==> config.mk <==
export PLATFORM = sky130hd
export DESIGN_NAME = cpu8_execute_unit
export DESIGN_NICKNAME = d
export VERILOG_FILES = /design/src/design/cpu8eu_pkg.sv /design/src/design/cpu8eu_decode.sv /design/src/design/cpu8eu_alu.sv /design/src/design/cpu8_execute_unit.sv
export SDC_FILE = /design/constraint.sdc
export NUM_CORES = 1
export LEC_CHECK = 0
export BUFFER_PORTS_ARGS = -buffer_cell sky130_fd_sc_hd__buf_2
export CAP_MARGIN = 0
export CORE_ASPECT_RATIO = 1.75
export CORE_MARGIN = 2
export CORE_UTILIZATION = 30
export DETAILED_ROUTE_END_ITERATION = 10
export PLACE_DENSITY = 0.48
export REMOVE_ABC_BUFFERS = 1
export SYNTH_ARGS = -nofsm -noshare
export SYNTH_HDL_FRONTEND = slang
export SYNTH_SLANG_ARGS = --single-unit
==> constraint.sdc <==
create_clock -name clock -period 6 [get_ports clock]
set_clock_uncertainty 0.2 [all_clocks]
set_input_delay 0.3 -clock clock [delete_from_list [all_inputs] [get_ports clock]]
set_output_delay 0.3 -clock clock [all_outputs]
set_load 0.01 [all_outputs]
==> src/design/cpu8eu_pkg.sv <==
// shared types and constants for the cpu8 execute unit
// instruction classes, register file and branch result structs, status bit positions
// no dependencies
package cpu8eu_pkg;

   // status byte bit positions
   localparam int unsigned FLAG_C = 0;
   localparam int unsigned FLAG_Z = 1;
   localparam int unsigned FLAG_D = 3;
   localparam int unsigned FLAG_V = 6;
   localparam int unsigned FLAG_N = 7;

   // branch opcode bits 7..6 pick the tested flag
   localparam logic [1:0] BR_SEL_N = 2'd0;
   localparam logic [1:0] BR_SEL_V = 2'd1;
   localparam logic [1:0] BR_SEL_C = 2'd2;
   localparam logic [1:0] BR_SEL_Z = 2'd3;

   typedef enum logic [4:0] {
      OP_ADC,
      OP_ORA,
      OP_LDA,
      OP_LDX,
      OP_LDY,
      OP_CMP,
      OP_CPX,
      OP_CPY,
      OP_INX,
      OP_INY,
      OP_DEX,
      OP_DEY,
      OP_TAX,
      OP_TAY,
      OP_TXA,
      OP_TYA,
      OP_TXS,
      OP_CLD,
      OP_NOP,
      OP_BRANCH,
      OP_BAD
   } op_type;

   typedef struct packed {
      logic [7:0] acc;
      logic [7:0] x;
      logic [7:0] y;
      logic [7:0] sp;
      logic [7:0] status;
   } regs_type;

   typedef struct packed {
      logic        taken;
      logic [15:0] next_pc;
      logic        crossed;
   } branch_type;

endpackage

==> src/design/cpu8eu_decode.sv <==
// opcode decoder for the cpu8 execute unit
// maps the opcode byte to an instruction class; uses cpu8eu_pkg
module cpu8eu_decode
   import cpu8eu_pkg::*;
(
   input  logic [7:0] opcode,
   output op_type     op_class
);

   always_comb begin
      unique case (opcode) inside
         8'h69, 8'h65, 8'h75, 8'h6D, 8'h7D, 8'h79, 8'h61, 8'h71: op_class = OP_ADC;
         8'h01, 8'h05, 8'h0D, 8'h11, 8'h15, 8'h19, 8'h1D:        op_class = OP_ORA;
         8'hA9, 8'hA5, 8'hB5, 8'hAD, 8'hBD, 8'hB9, 8'hA1, 8'hB1: op_class = OP_LDA;
         8'hA2, 8'hA6, 8'hB6, 8'hAE, 8'hBE:                      op_class = OP_LDX;
         8'hA0, 8'hA4, 8'hB4, 8'hAC, 8'hBC:                      op_class = OP_LDY;
         8'hC9, 8'hC5, 8'hD5, 8'hCD, 8'hDD, 8'hD9, 8'hC1, 8'hD1: op_class = OP_CMP;
         8'hE0, 8'hE4, 8'hEC:                                    op_class = OP_CPX;
         8'hC0, 8'hC4, 8'hCC:                                    op_class = OP_CPY;
         8'hE8: op_class = OP_INX;
         8'hC8: op_class = OP_INY;
         8'hCA: op_class = OP_DEX;
         8'h88: op_class = OP_DEY;
         8'hAA: op_class = OP_TAX;
         8'hA8: op_class = OP_TAY;
         8'h8A: op_class = OP_TXA;
         8'h98: op_class = OP_TYA;
         8'h9A: op_class = OP_TXS;
         8'hD8: op_class = OP_CLD;
         8'hEA: op_class = OP_NOP;
         8'h10, 8'h30, 8'h50, 8'h70, 8'h90, 8'hB0, 8'hD0, 8'hF0: op_class = OP_BRANCH;
         default: op_class = OP_BAD;
      endcase
   end

endmodule

==> src/design/cpu8eu_alu.sv <==
// datapath of the cpu8 execute unit: register file update, flags and branch target
// purely combinational; uses cpu8eu_pkg
module cpu8eu_alu
   import cpu8eu_pkg::*;
(
   input  op_type      op_class,
   input  logic [7:0]  opcode,
   input  logic [7:0]  operand_byte,
   input  logic [15:0] pc_next,
   input  regs_type    regs_cur,
   output regs_type    regs_nxt,
   output branch_type  branch
);

   logic [8:0]  sum9;
   logic [7:0]  adc_res;
   logic [7:0]  cmp_reg;
   logic [8:0]  diff9;
   logic [7:0]  zn_val;
   logic        zn_en;
   logic        flag_have;
   logic [15:0] offset;
   logic [15:0] target;

   always_comb begin
      sum9    = {1'b0, regs_cur.acc} + {1'b0, operand_byte}
              + {8'd0, regs_cur.status[FLAG_C]};
      adc_res = sum9[7:0];

      case (op_class)
         OP_CPX:  cmp_reg = regs_cur.x;
         OP_CPY:  cmp_reg = regs_cur.y;
         default: cmp_reg = regs_cur.acc;
      endcase
      diff9 = {1'b0, cmp_reg} - {1'b0, operand_byte};

      case (opcode[7:6])
         BR_SEL_N: flag_have = regs_cur.status[FLAG_N];
         BR_SEL_V: flag_have = regs_cur.status[FLAG_V];
         BR_SEL_C: flag_have = regs_cur.status[FLAG_C];
         BR_SEL_Z: flag_have = regs_cur.status[FLAG_Z];
         default:  flag_have = 1'b0;
      endcase
      offset = {{8{operand_byte[7]}}, operand_byte};
      target = pc_next + offset;
   end

   always_comb begin
      regs_nxt       = regs_cur;
      zn_val         = 8'd0;
      zn_en          = 1'b0;
      branch.taken   = 1'b0;
      branch.next_pc = pc_next;
      branch.crossed = 1'b0;

      case (op_class)
         OP_ADC: begin
            regs_nxt.acc            = adc_res;
            regs_nxt.status[FLAG_C] = sum9[8];
            regs_nxt.status[FLAG_V] = ~(regs_cur.acc[7] ^ operand_byte[7])
                                      & (regs_cur.acc[7] ^ adc_res[7]);
            zn_val = adc_res;
            zn_en  = 1'b1;
         end
         OP_ORA: begin
            regs_nxt.acc = regs_cur.acc | operand_byte;
            zn_val = regs_cur.acc | operand_byte;
            zn_en  = 1'b1;
         end
         OP_LDA: begin
            regs_nxt.acc = operand_byte;
            zn_val = operand_byte;
            zn_en  = 1'b1;
         end
         OP_LDX: begin
            regs_nxt.x = operand_byte;
            zn_val = operand_byte;
            zn_en  = 1'b1;
         end
         OP_LDY: begin
            regs_nxt.y = operand_byte;
            zn_val = operand_byte;
            zn_en  = 1'b1;
         end
         OP_CMP, OP_CPX, OP_CPY: begin
            // carry means no borrow, the register itself is untouched
            regs_nxt.status[FLAG_C] = ~diff9[8];
            zn_val = diff9[7:0];
            zn_en  = 1'b1;
         end
         OP_INX: begin
            regs_nxt.x = regs_cur.x + 8'd1;
            zn_val = regs_cur.x + 8'd1;
            zn_en  = 1'b1;
         end
         OP_INY: begin
            regs_nxt.y = regs_cur.y + 8'd1;
            zn_val = regs_cur.y + 8'd1;
            zn_en  = 1'b1;
         end
         OP_DEX: begin
            regs_nxt.x = regs_cur.x - 8'd1;
            zn_val = regs_cur.x - 8'd1;
            zn_en  = 1'b1;
         end
         OP_DEY: begin
            regs_nxt.y = regs_cur.y - 8'd1;
            zn_val = regs_cur.y - 8'd1;
            zn_en  = 1'b1;
         end
         OP_TAX: begin
            regs_nxt.x = regs_cur.acc;
            zn_val = regs_cur.acc;
            zn_en  = 1'b1;
         end
         OP_TAY: begin
            regs_nxt.y = regs_cur.acc;
            zn_val = regs_cur.acc;
            zn_en  = 1'b1;
         end
         OP_TXA: begin
            regs_nxt.acc = regs_cur.x;
            zn_val = regs_cur.x;
            zn_en  = 1'b1;
         end
         OP_TYA: begin
            regs_nxt.acc = regs_cur.y;
            zn_val = regs_cur.y;
            zn_en  = 1'b1;
         end
         OP_TXS: begin
            regs_nxt.sp = regs_cur.x;
         end
         OP_CLD: begin
            regs_nxt.status[FLAG_D] = 1'b0;
         end
         OP_BRANCH: begin
            // opcode bit 5 is the flag value that takes the branch
            if (flag_have == opcode[5]) begin
               branch.taken   = 1'b1;
               branch.next_pc = target;
               branch.crossed = target[15:8] != pc_next[15:8];
            end
         end
         default: begin
         end
      endcase

      if (zn_en) begin
         regs_nxt.status[FLAG_Z] = zn_val == 8'd0;
         regs_nxt.status[FLAG_N] = zn_val[7];
      end
   end

endmodule

==> src/design/cpu8_execute_unit.sv <==
// top level of the cpu8 execute unit: input register, register file and result register
// uses cpu8eu_pkg, cpu8eu_decode and cpu8eu_alu
//
// usage
//   req channel: one instruction per transfer (opcode, operand byte already
//   fetched, address of the following instruction)
//   rsp channel: one result per instruction (A, X, Y, SP, status after it,
//   branch taken, next pc, page-cross mark, unsupported-opcode flag)
//   order: a req transfer lands in the input register; when the item moves
//   on, its result is registered into the result register and rsp_valid rises
//   throughput: one instruction per cycle while rsp_ready is high; the
//   register file is updated as an item moves from input to result register,
//   so the next one sees it with no bubble (8-bit adder and compare feedback)
//   stall: while rsp_ready is low the result register holds; the input
//   register still takes one more instruction, then req_ready drops
//   reset: clears A, X, Y, SP, status and both valid bits
//   an unsupported opcode still gives a result, with the register file untouched
module cpu8_execute_unit
   import cpu8eu_pkg::*;
(
   input  logic        clock,
   input  logic        reset,

   input  logic        req_valid,
   output logic        req_ready,
   input  logic [7:0]  req_opcode,
   input  logic [7:0]  req_operand_byte,
   input  logic [15:0] req_pc_next,

   output logic        rsp_valid,
   input  logic        rsp_ready,
   output logic [7:0]  rsp_acc_value,
   output logic [7:0]  rsp_x_value,
   output logic [7:0]  rsp_y_value,
   output logic [7:0]  rsp_sp_value,
   output logic [7:0]  rsp_status_value,
   output logic        rsp_branch_taken,
   output logic [15:0] rsp_next_pc,
   output logic        rsp_page_crossed,
   output logic        rsp_unsupported
);

   // input register
   logic        in_valid_ff, in_valid_in;
   logic [7:0]  in_opcode_ff;
   logic [7:0]  in_operand_ff;
   logic [15:0] in_pc_ff;

   // architectural registers
   regs_type    regs_ff, regs_in;

   // result register
   logic        out_valid_ff, out_valid_in;
   regs_type    out_regs_ff;
   branch_type  out_branch_ff;
   logic        out_bad_ff;

   op_type      op_class;
   branch_type  branch;
   logic        req_xfer;
   logic        advance;

   // an item moves on when the result register is empty or being drained
   assign advance   = in_valid_ff && (!out_valid_ff || rsp_ready);
   assign req_ready = !in_valid_ff || advance;
   assign req_xfer  = req_valid && req_ready;

   cpu8eu_decode u_decode (
      .opcode   (in_opcode_ff),
      .op_class (op_class)
   );

   cpu8eu_alu u_alu (
      .op_class     (op_class),
      .opcode       (in_opcode_ff),
      .operand_byte (in_operand_ff),
      .pc_next      (in_pc_ff),
      .regs_cur     (regs_ff),
      .regs_nxt     (regs_in),
      .branch       (branch)
   );

   always_comb begin
      in_valid_in = in_valid_ff;
      if (req_xfer) begin
         in_valid_in = 1'b1;
      end else if (advance) begin
         in_valid_in = 1'b0;
      end

      out_valid_in = out_valid_ff;
      if (advance) begin
         out_valid_in = 1'b1;
      end else if (rsp_ready) begin
         out_valid_in = 1'b0;
      end
   end

   // control state and register file
   always_ff @(posedge clock) begin
      if (reset) begin
         in_valid_ff  <= 1'b0;
         out_valid_ff <= 1'b0;
         regs_ff      <= '0;
      end else begin
         in_valid_ff  <= in_valid_in;
         out_valid_ff <= out_valid_in;
         if (advance) begin
            regs_ff <= regs_in;
         end
      end
   end

   // payload registers
   always_ff @(posedge clock) begin
      if (req_xfer) begin
         in_opcode_ff  <= req_opcode;
         in_operand_ff <= req_operand_byte;
         in_pc_ff      <= req_pc_next;
      end
      if (advance) begin
         out_regs_ff   <= regs_in;
         out_branch_ff <= branch;
         out_bad_ff    <= op_class == OP_BAD;
      end
   end

   assign rsp_valid        = out_valid_ff;
   assign rsp_acc_value    = out_regs_ff.acc;
   assign rsp_x_value      = out_regs_ff.x;
   assign rsp_y_value      = out_regs_ff.y;
   assign rsp_sp_value     = out_regs_ff.sp;
   assign rsp_status_value = out_regs_ff.status;
   assign rsp_branch_taken = out_branch_ff.taken;
   assign rsp_next_pc      = out_branch_ff.next_pc;
   assign rsp_page_crossed = out_branch_ff.crossed;
   assign rsp_unsupported  = out_bad_ff;

   // an unsupported opcode leaves the register file as it was
   a_bad_keeps_regs: assert property (@(posedge clock) disable iff (reset)
      advance && op_class == OP_BAD |=> regs_ff == $past(regs_ff))
      else $error("unsupported opcode changed the register file");

   // a pending result always shows the current register file
   a_rsp_matches_regs: assert property (@(posedge clock) disable iff (reset)
      rsp_valid |-> out_regs_ff == regs_ff)
      else $error("result register out of step with register file");

   // a page cross only comes with a taken branch
   a_cross_needs_taken: assert property (@(posedge clock) disable iff (reset)
      rsp_valid && rsp_page_crossed |-> rsp_branch_taken)
      else $error("page cross without taken branch");

   // status bits 2, 4 and 5 are never written
   a_unused_status: assert property (@(posedge clock) disable iff (reset)
      regs_ff.status[2] == 1'b0 && regs_ff.status[5:4] == 2'b00)
      else $error("unused status bit set");

endmodule

==> results of run 1 <==
-- cells in the mapped netlist (5+ instances only) --
cell type / instances / area (um2)
o21bai_1: 6 / 45.0
a211oi_1: 15 / 113
nor3b_1: 6 / 45.0
edfxtp_1: 88 / 2640
o21ai_0: 22 / 110
nor2b_1: 10 / 62.6
nand3_1: 11 / 55.1
a22oi_1: 8 / 60.1
or3_1: 6 / 37.5
a22o_1: 5 / 43.8
clkbuf_1: 28 / 105
a221oi_1: 8 / 70.1
mux2_2: 21 / 236
xnor2_1: 21 / 184
nand4_1: 5 / 31.3
nand2b_1: 14 / 87.6
nor3_1: 29 / 145
or2_2: 5 / 31.3
nor2_1: 66 / 248
xor2_1: 20 / 175
buf_2: 10 / 50.1
ha_1: 43 / 538
a21o_1: 12 / 90.1
buf_4: 6 / 45.0
nand2_1: 95 / 357
a21oi_1: 55 / 275
a31oi_1: 11 / 68.8
nand3b_1: 8 / 60.1
dfxtp_1: 39 / 781
o21a_1: 5 / 37.5
inv_1: 37 / 139
and2_1: 6 / 37.5
a311oi_1: 9 / 78.8
and3_1: 9 / 56.3
nor4_1: 7 / 43.8
a222oi_1: 10 / 100
-- per-layer routing --
| metal | track usage [%] | share of wire [%] |
|---|---|---|
| met5 | 0 | 0 |
| met4 | 14.5 | 6.9 |
| met3 | 3.37 | 3.7 |
| met2 | 35.7 | 54 |
| met1 | 19.6 | 36 |
-- worst min-delay path: cells and delay by family (launching register included) --
kind | cells | cell delay (ns)
flops | 1 | 0.30
compound gates | 1 | 0.05
simple gates | 1 | 0.05
-- per-stage QoR --
step | setup WS (ns) | instances
after floorplan | 1.62 | 814
after global placement | 0.931 | 1284
after detailed placement | 0.846 | 1284
after CTS | 0.851 | 1350
after global routing | 0.352 | 1350
final | 0.794 | 1350
-- sequential cells by signal, indices dropped and copies added (netlist names) --
register / count
rsp_valid: 1
in_operand_ff: 8
in_pc_ff: 16
rsp_x_value: 8
rsp_sp_value: 8
regs_ff: 37
rsp_acc_value: 8
in_opcode_ff: 8
rsp_unsupported: 1
in_valid_ff: 1
rsp_next_pc: 16
rsp_status_value: 5
rsp_branch_taken: 1
rsp_y_value: 8
rsp_page_crossed: 1
-- where the power goes --
group	internal (uW)	leakage (uW)	switching [uW]	total (uW)
sequential	981	0.00116	46.6	1030
clock	608	0.000262	399	1010
combinational	140	0.00233	195	335
-- cell families after synthesis --
| kind of cell | count (synthesis) | share of synthesized area (%) |
|---|---|---|
| buffers and inverters | 87 | 4.49 |
| AOI/OAI and AO/OA | 230 | 20.7 |
| adders and majority gates | 47 | 7.44 |
| and+or+nand+nor | 301 | 18.3 |
| DFF | 127 | 41.2 |
| muxes | 25 | 3.48 |
| other | 1 | 0.0452 |
| xor gates and xnor gates | 41 | 4.32 |
-- final timing paths --
kind,start,slack (ns),endpoint
worst max register to register,in_opcode_ff[4],0.79,rsp_status_value[1]
worst min-delay path,regs_ff[10],0.25,regs_ff[10]
worst min register to register,regs_ff[10],0.25,regs_ff[10]
worst max-delay path,in_opcode_ff[4],0.79,rsp_status_value[1]
-- area by class of cell --
class	count	area [um2]
tap	369	462
clock buffer	22	444
fill	2849	17300
timing repair buffer	135	866
inverter	40	151
multi-input combinational	647	4510
clock inverter	10	114
sequential	127	3420
==> metrics.txt, run 1 <==
Port-buffer cells=93; DRC=0; Mapped Avg Cell Area=~9.7 um2; most frequent cells in the layout=nand2_1, buf_2, edfxtp_1; Worst Setup Start Kind=flop; Layout Nets=around 1.1k; first-pass GRT wire length=between 40 and 50 mm; Max Fclk=192 MHz; Sum Neg Setup Slack=0 ns; share of cells above drive strength 1=between 10% and 20%; reg2reg path depth=18; largest stage delay on the critical path=~0.73 ns; Synth cell types=a little under 100; critical path depth in cells=18; DIE HEIGHT=around 220 um; Leak Pwr=approximately 0.0038 uW; clock sinks=127; cells after synthesis=roughly 860; Hold Buf Count CTS=34; worst vdd ir=0.000191 V; number of global-route vias before repair=7317; PnR Total Power=around 2400 uW; Hold Path Class=reg -> reg; pin count of the biggest net entering global routing=a little over 50; Final Cycle Share=between 80 and 90%; RSZ-0062 raised after global routing=false; Slowest cell on crit path=edfxtp_1; gpl congestion=approximately 0.95; Post-synth EDFFs=between 80 and 90; post-route ant nets=0; Post-CTS Resized=0; via count=between 7k and 8k; post-synthesis instance area=about 8300 um2; Iteration-0 DRC Markers=567; Ports=97; Cell Pwr Density=238 nW/um2; kind of critical path=reg -> reg; H-Tree Depth=4; Initial Util=30.5%; WHS=~0.25 ns; drt wl/cell=20.4 um; Die ar.=around 29000 um2; Worst-Margin Slew=1.24 ns; min Tclk post-route=5.21 ns; Crit. End Element=flop; worst-path fanout max=18; initial antenna violation count=0; DR pass1 iterations=7; Reg clk slew, reported paths=0.06 ns; max-cap violations=0; # setup viols final=0; Hold Path Cell Cnt=2; sequential area share after synthesis=around two fifths; die span in x=130 um; ys flop type=edfxtp_1; post-route core utilization=a little over a third; status=finished clean; Global Route Usage Sum=19.7%; FP Rows=80; CP required=slightly above 6 ns; Synth-to-Final Area Change=20.1%; final hold violation count=0; Yosys Warn Count=0; asr flop ratio synth=0%; max-slew violation count=0; final wirelength=between 20 and 30 mm; Setup Buffers After CTS=0; grt ovf=0; worst skew pair latency=0.45 ns; delay-heaviest family, CP=compound AO/OA/AOI/OAI gates; CTS Buf Count=17; placed instance area=9080 um2; CTS tree=done; placed wire-length estimate=approximately 21 mm; Data arrival, critical path=between 5 and 6 ns; crit path cell chain=o21bai_1 > and2_1 > o31ai_2 > and4b_1 > nand2_1 > a221oi_2 > a222oi_1 > ha_1 > fa_1 > nor2b_1 > o21ai_0 > nand2b_1 > a21o_1 > a21oi_1 > xor2_1 > a31o_2 > o2111ai_1 > o31ai_1; worst slew margin relative to its limit=17.2%; worst path bufs/invs=0; Core ar.=27200 um2; Max Root-Sink Buffers=2; Final Instance Area=9970 um2; # diodes=0; commonest non-fill, non-tap cell in the layout=nand2_1; routed vias/inst=about 5.2; #FFs+latches synth=approximately 130; clk root buf=clkbuf_16
No activity file was read; power rests on OpenSTA's default activity.
==> inputs of run 2 (changes only) <==
--- a/config.mk
+++ b/config.mk
@@ -11,7 +11,7 @@
 export CORE_MARGIN = 2
 export CORE_UTILIZATION = 30
 export DETAILED_ROUTE_END_ITERATION = 10
-export PLACE_DENSITY = 0.48
+export PLACE_DENSITY = 0.51
 export REMOVE_ABC_BUFFERS = 1
 export SYNTH_ARGS = -nofsm -noshare
 export SYNTH_HDL_FRONTEND = slang
==> constraint.sdc (replaced) <==
create_clock -name clock -period 6 [get_ports clock]
set_clock_uncertainty 0.2 [all_clocks]
set_input_delay 0.9 -clock clock [delete_from_list [all_inputs] [get_ports clock]]
set_output_delay 0.9 -clock clock [all_outputs]
set_load 0.01 [all_outputs]
==> metrics.txt, run 2 (synthesis gave the netlist of run 1 again) <==
clk root buf=clkbuf_16; drt wl/cell=20.4 um (-0.12%); Initial Util=30.5% (unchanged); pin count of the biggest net entering global routing=57 (+12%); clock sinks=127 (unchanged); WHS=0.253 ns (-0.000414 ns); status=finished clean; Max Fclk=191 MHz (-0.64%); # diodes=0 (unchanged); die span in x=130 um (unchanged); post-route ant nets=0 (unchanged); Leak Pwr=0.00364 uW (-3.0%); filler cell count in the final layout=2811 (-1.3%); Cell Pwr Density=244 nW/um2 (+2.8%); max-cap violations=0 (unchanged); Final Cycle Share=87.3% (+0.56 points); number of global-route vias before repair=7017 (-4.1%); Slowest cell on crit path=edfxtp_1; Sum Neg Setup Slack=0 ns (unchanged); largest stage delay on the critical path=0.79 ns (+0.06 ns); DIE HEIGHT=224 um (unchanged); gpl congestion=0.902 (-4.9%); DR pass1 iterations=9 (+2); max-slew violation count=0 (unchanged); CTS tree=done; first-pass GRT wire length=40.4 mm (-4.1%); # setup viols final=0 (unchanged); kind of critical path=reg -> reg; most frequent cells in the layout=nand2_1, buf_2, edfxtp_1; routed vias/inst=5.34 (+1.9%); via count=7031 (-0.62%); final wirelength=26.8 mm (-2.6%); Setup Buffers After CTS=0 (unchanged); grt ovf=0 (unchanged); Post-CTS Resized=0 (unchanged); Top reg by flops=regs_ff; Global Route Usage Sum=18.8% (-0.91 points); PnR Total Power=2360 uW (-0.41%); Ports=97 (unchanged); H-Tree Depth=4 (unchanged); Iteration-0 DRC Markers=425 (-25%); placed wire-length estimate=20.3 mm (-2.2%); worst-path fanout max=21 (+3); worst vdd ir=0.000221 V (+16%); CP required=6.15 ns (+0.07 ns); CTS Buf Count=17 (unchanged); worst skew pair latency=0.45 ns (about the same); Worst-Margin Slew=1.23 ns (-0.00863 ns); Reg clk slew, reported paths=0.06 ns (about the same); Hold Buf Count CTS=0 (-100%); min Tclk post-route=5.24 ns (+0.0337 ns); Core ar.=27200 um2 (unchanged); Max Root-Sink Buffers=2 (unchanged); commonest non-fill, non-tap cell in the layout=nand2_1; worst slew margin relative to its limit=17.8% (+0.58 points); Largest register FFs=37 (unchanged); Data arrival, critical path=5.39 ns (+0.11 ns); worst path bufs/invs=1 (+1); Crit. End Element=flop; Die ar.=29100 um2 (unchanged); DRC=0 (unchanged); crit path cell chain=nand3b_1 > nor2_2 > a2111o_1 > nor2_2 > a221oi_2 > a222oi_1 > inv_1 > ha_1 > nor2b_1 > o21ai_0 > nand2b_1 > a31oi_1 > o21ai_0 > xnor2_1 > o2111ai_1 > nand2b_1 > o32ai_1; final hold violation count=0 (unchanged); initial antenna violation count=0 (unchanged); Synth-to-Final Area Change=16.4%; Hold Path Class=reg -> reg; FP Rows=80 (unchanged); Worst Setup Start Kind=flop; Layout Nets=1017 (-3.2%); RSZ-0062 raised after global routing=false; share of cells above drive strength 1=20.0% (+0.90 points); Port-buffer cells=93 (unchanged); delay-heaviest family, CP=compound AO/OA/AOI/OAI gates
## run 2: changes by cell type in the layout (fill, tap and decap cells not counted), moves of 2 or more
cell | previous run | this run
bufinv_16 | 2 | 0
clkbuf_16 | 17 | 20
clkbuf_8 | 0 | 2
clkinvlp_4 | 3 | 0
dlygate4sd3_1 | 34 | 0
## run 2: report_power, final
part	internal, uW	switching [uW]	total (uW)
Combinational	126	190	316
Clock	625	393	1020
Sequential	981	46.1	1030
## run 2: final timing paths
| check | startpoint | end | slack (ns) | depth (start not counted) |
|---|---|---|---|---|
| max | in_opcode_ff[1] | regs_ff[1] | 0.76 | 17 |
| min reg2reg | regs_ff[10] | regs_ff[10] | 0.25 | 2 |
| min | regs_ff[10] | regs_ff[10] | 0.25 | 2 |
| max reg2reg | in_opcode_ff[1] | regs_ff[1] | 0.76 | 17 |
## run 2: area by class of cell
cell class	count	area, um2	share of cell area, %
Multi-Input combinational cell	647	4510	46.7
Sequential cell	127	3420	35.4
Clock inverter	6	42.5	0.440
Clock buffer	26	543	5.62
Tap cell	369	462	4.78
Inverter	40	151	1.57
Timing Repair Buffer	101	526	5.44
## run 2: per-layer routing
layer	wire (um)	up-vias	global-route usage, %	part of all wire (%)
met1	9570	3332	18.6	36
met3	1130	83	3.61	4.2
li1	-	3363	-	-
met5	0	-	0	0
met4	1920	0	14.0	7.1
met2	14200	253	33.8	53
## run 2: worst register-to-register path, stage by stage, from the launching register on
cell and delay [ns]:
edfxtp_1 0.79, nand3b_1 0.25, nor2_2 0.14, a2111o_1 0.43
nor2_2 0.53, a221oi_2 0.20, a222oi_1 0.54, inv_1 0.09
ha_1 0.27, nor2b_1 0.12, o21ai_0 0.16, nand2b_1 0.11
a31oi_1 0.29, o21ai_0 0.16, xnor2_1 0.18, o2111ai_1 0.23
nand2b_1 0.22, o32ai_1 0.22
## run 2: stage by stage
step,instances,setup slack [ns],utilization [%],instance area (um2)
2_1_floorplan,814,1.35,-,8090
3_3_place_gp,1284,0.900,33.3,9080
3_5_place_dp,1284,0.840,33.3,9080
4_1_cts,1316,0.795,35.5,9660
5_1_grt,1316,0.375,35.5,9660
6_report,1316,0.761,35.5,9660
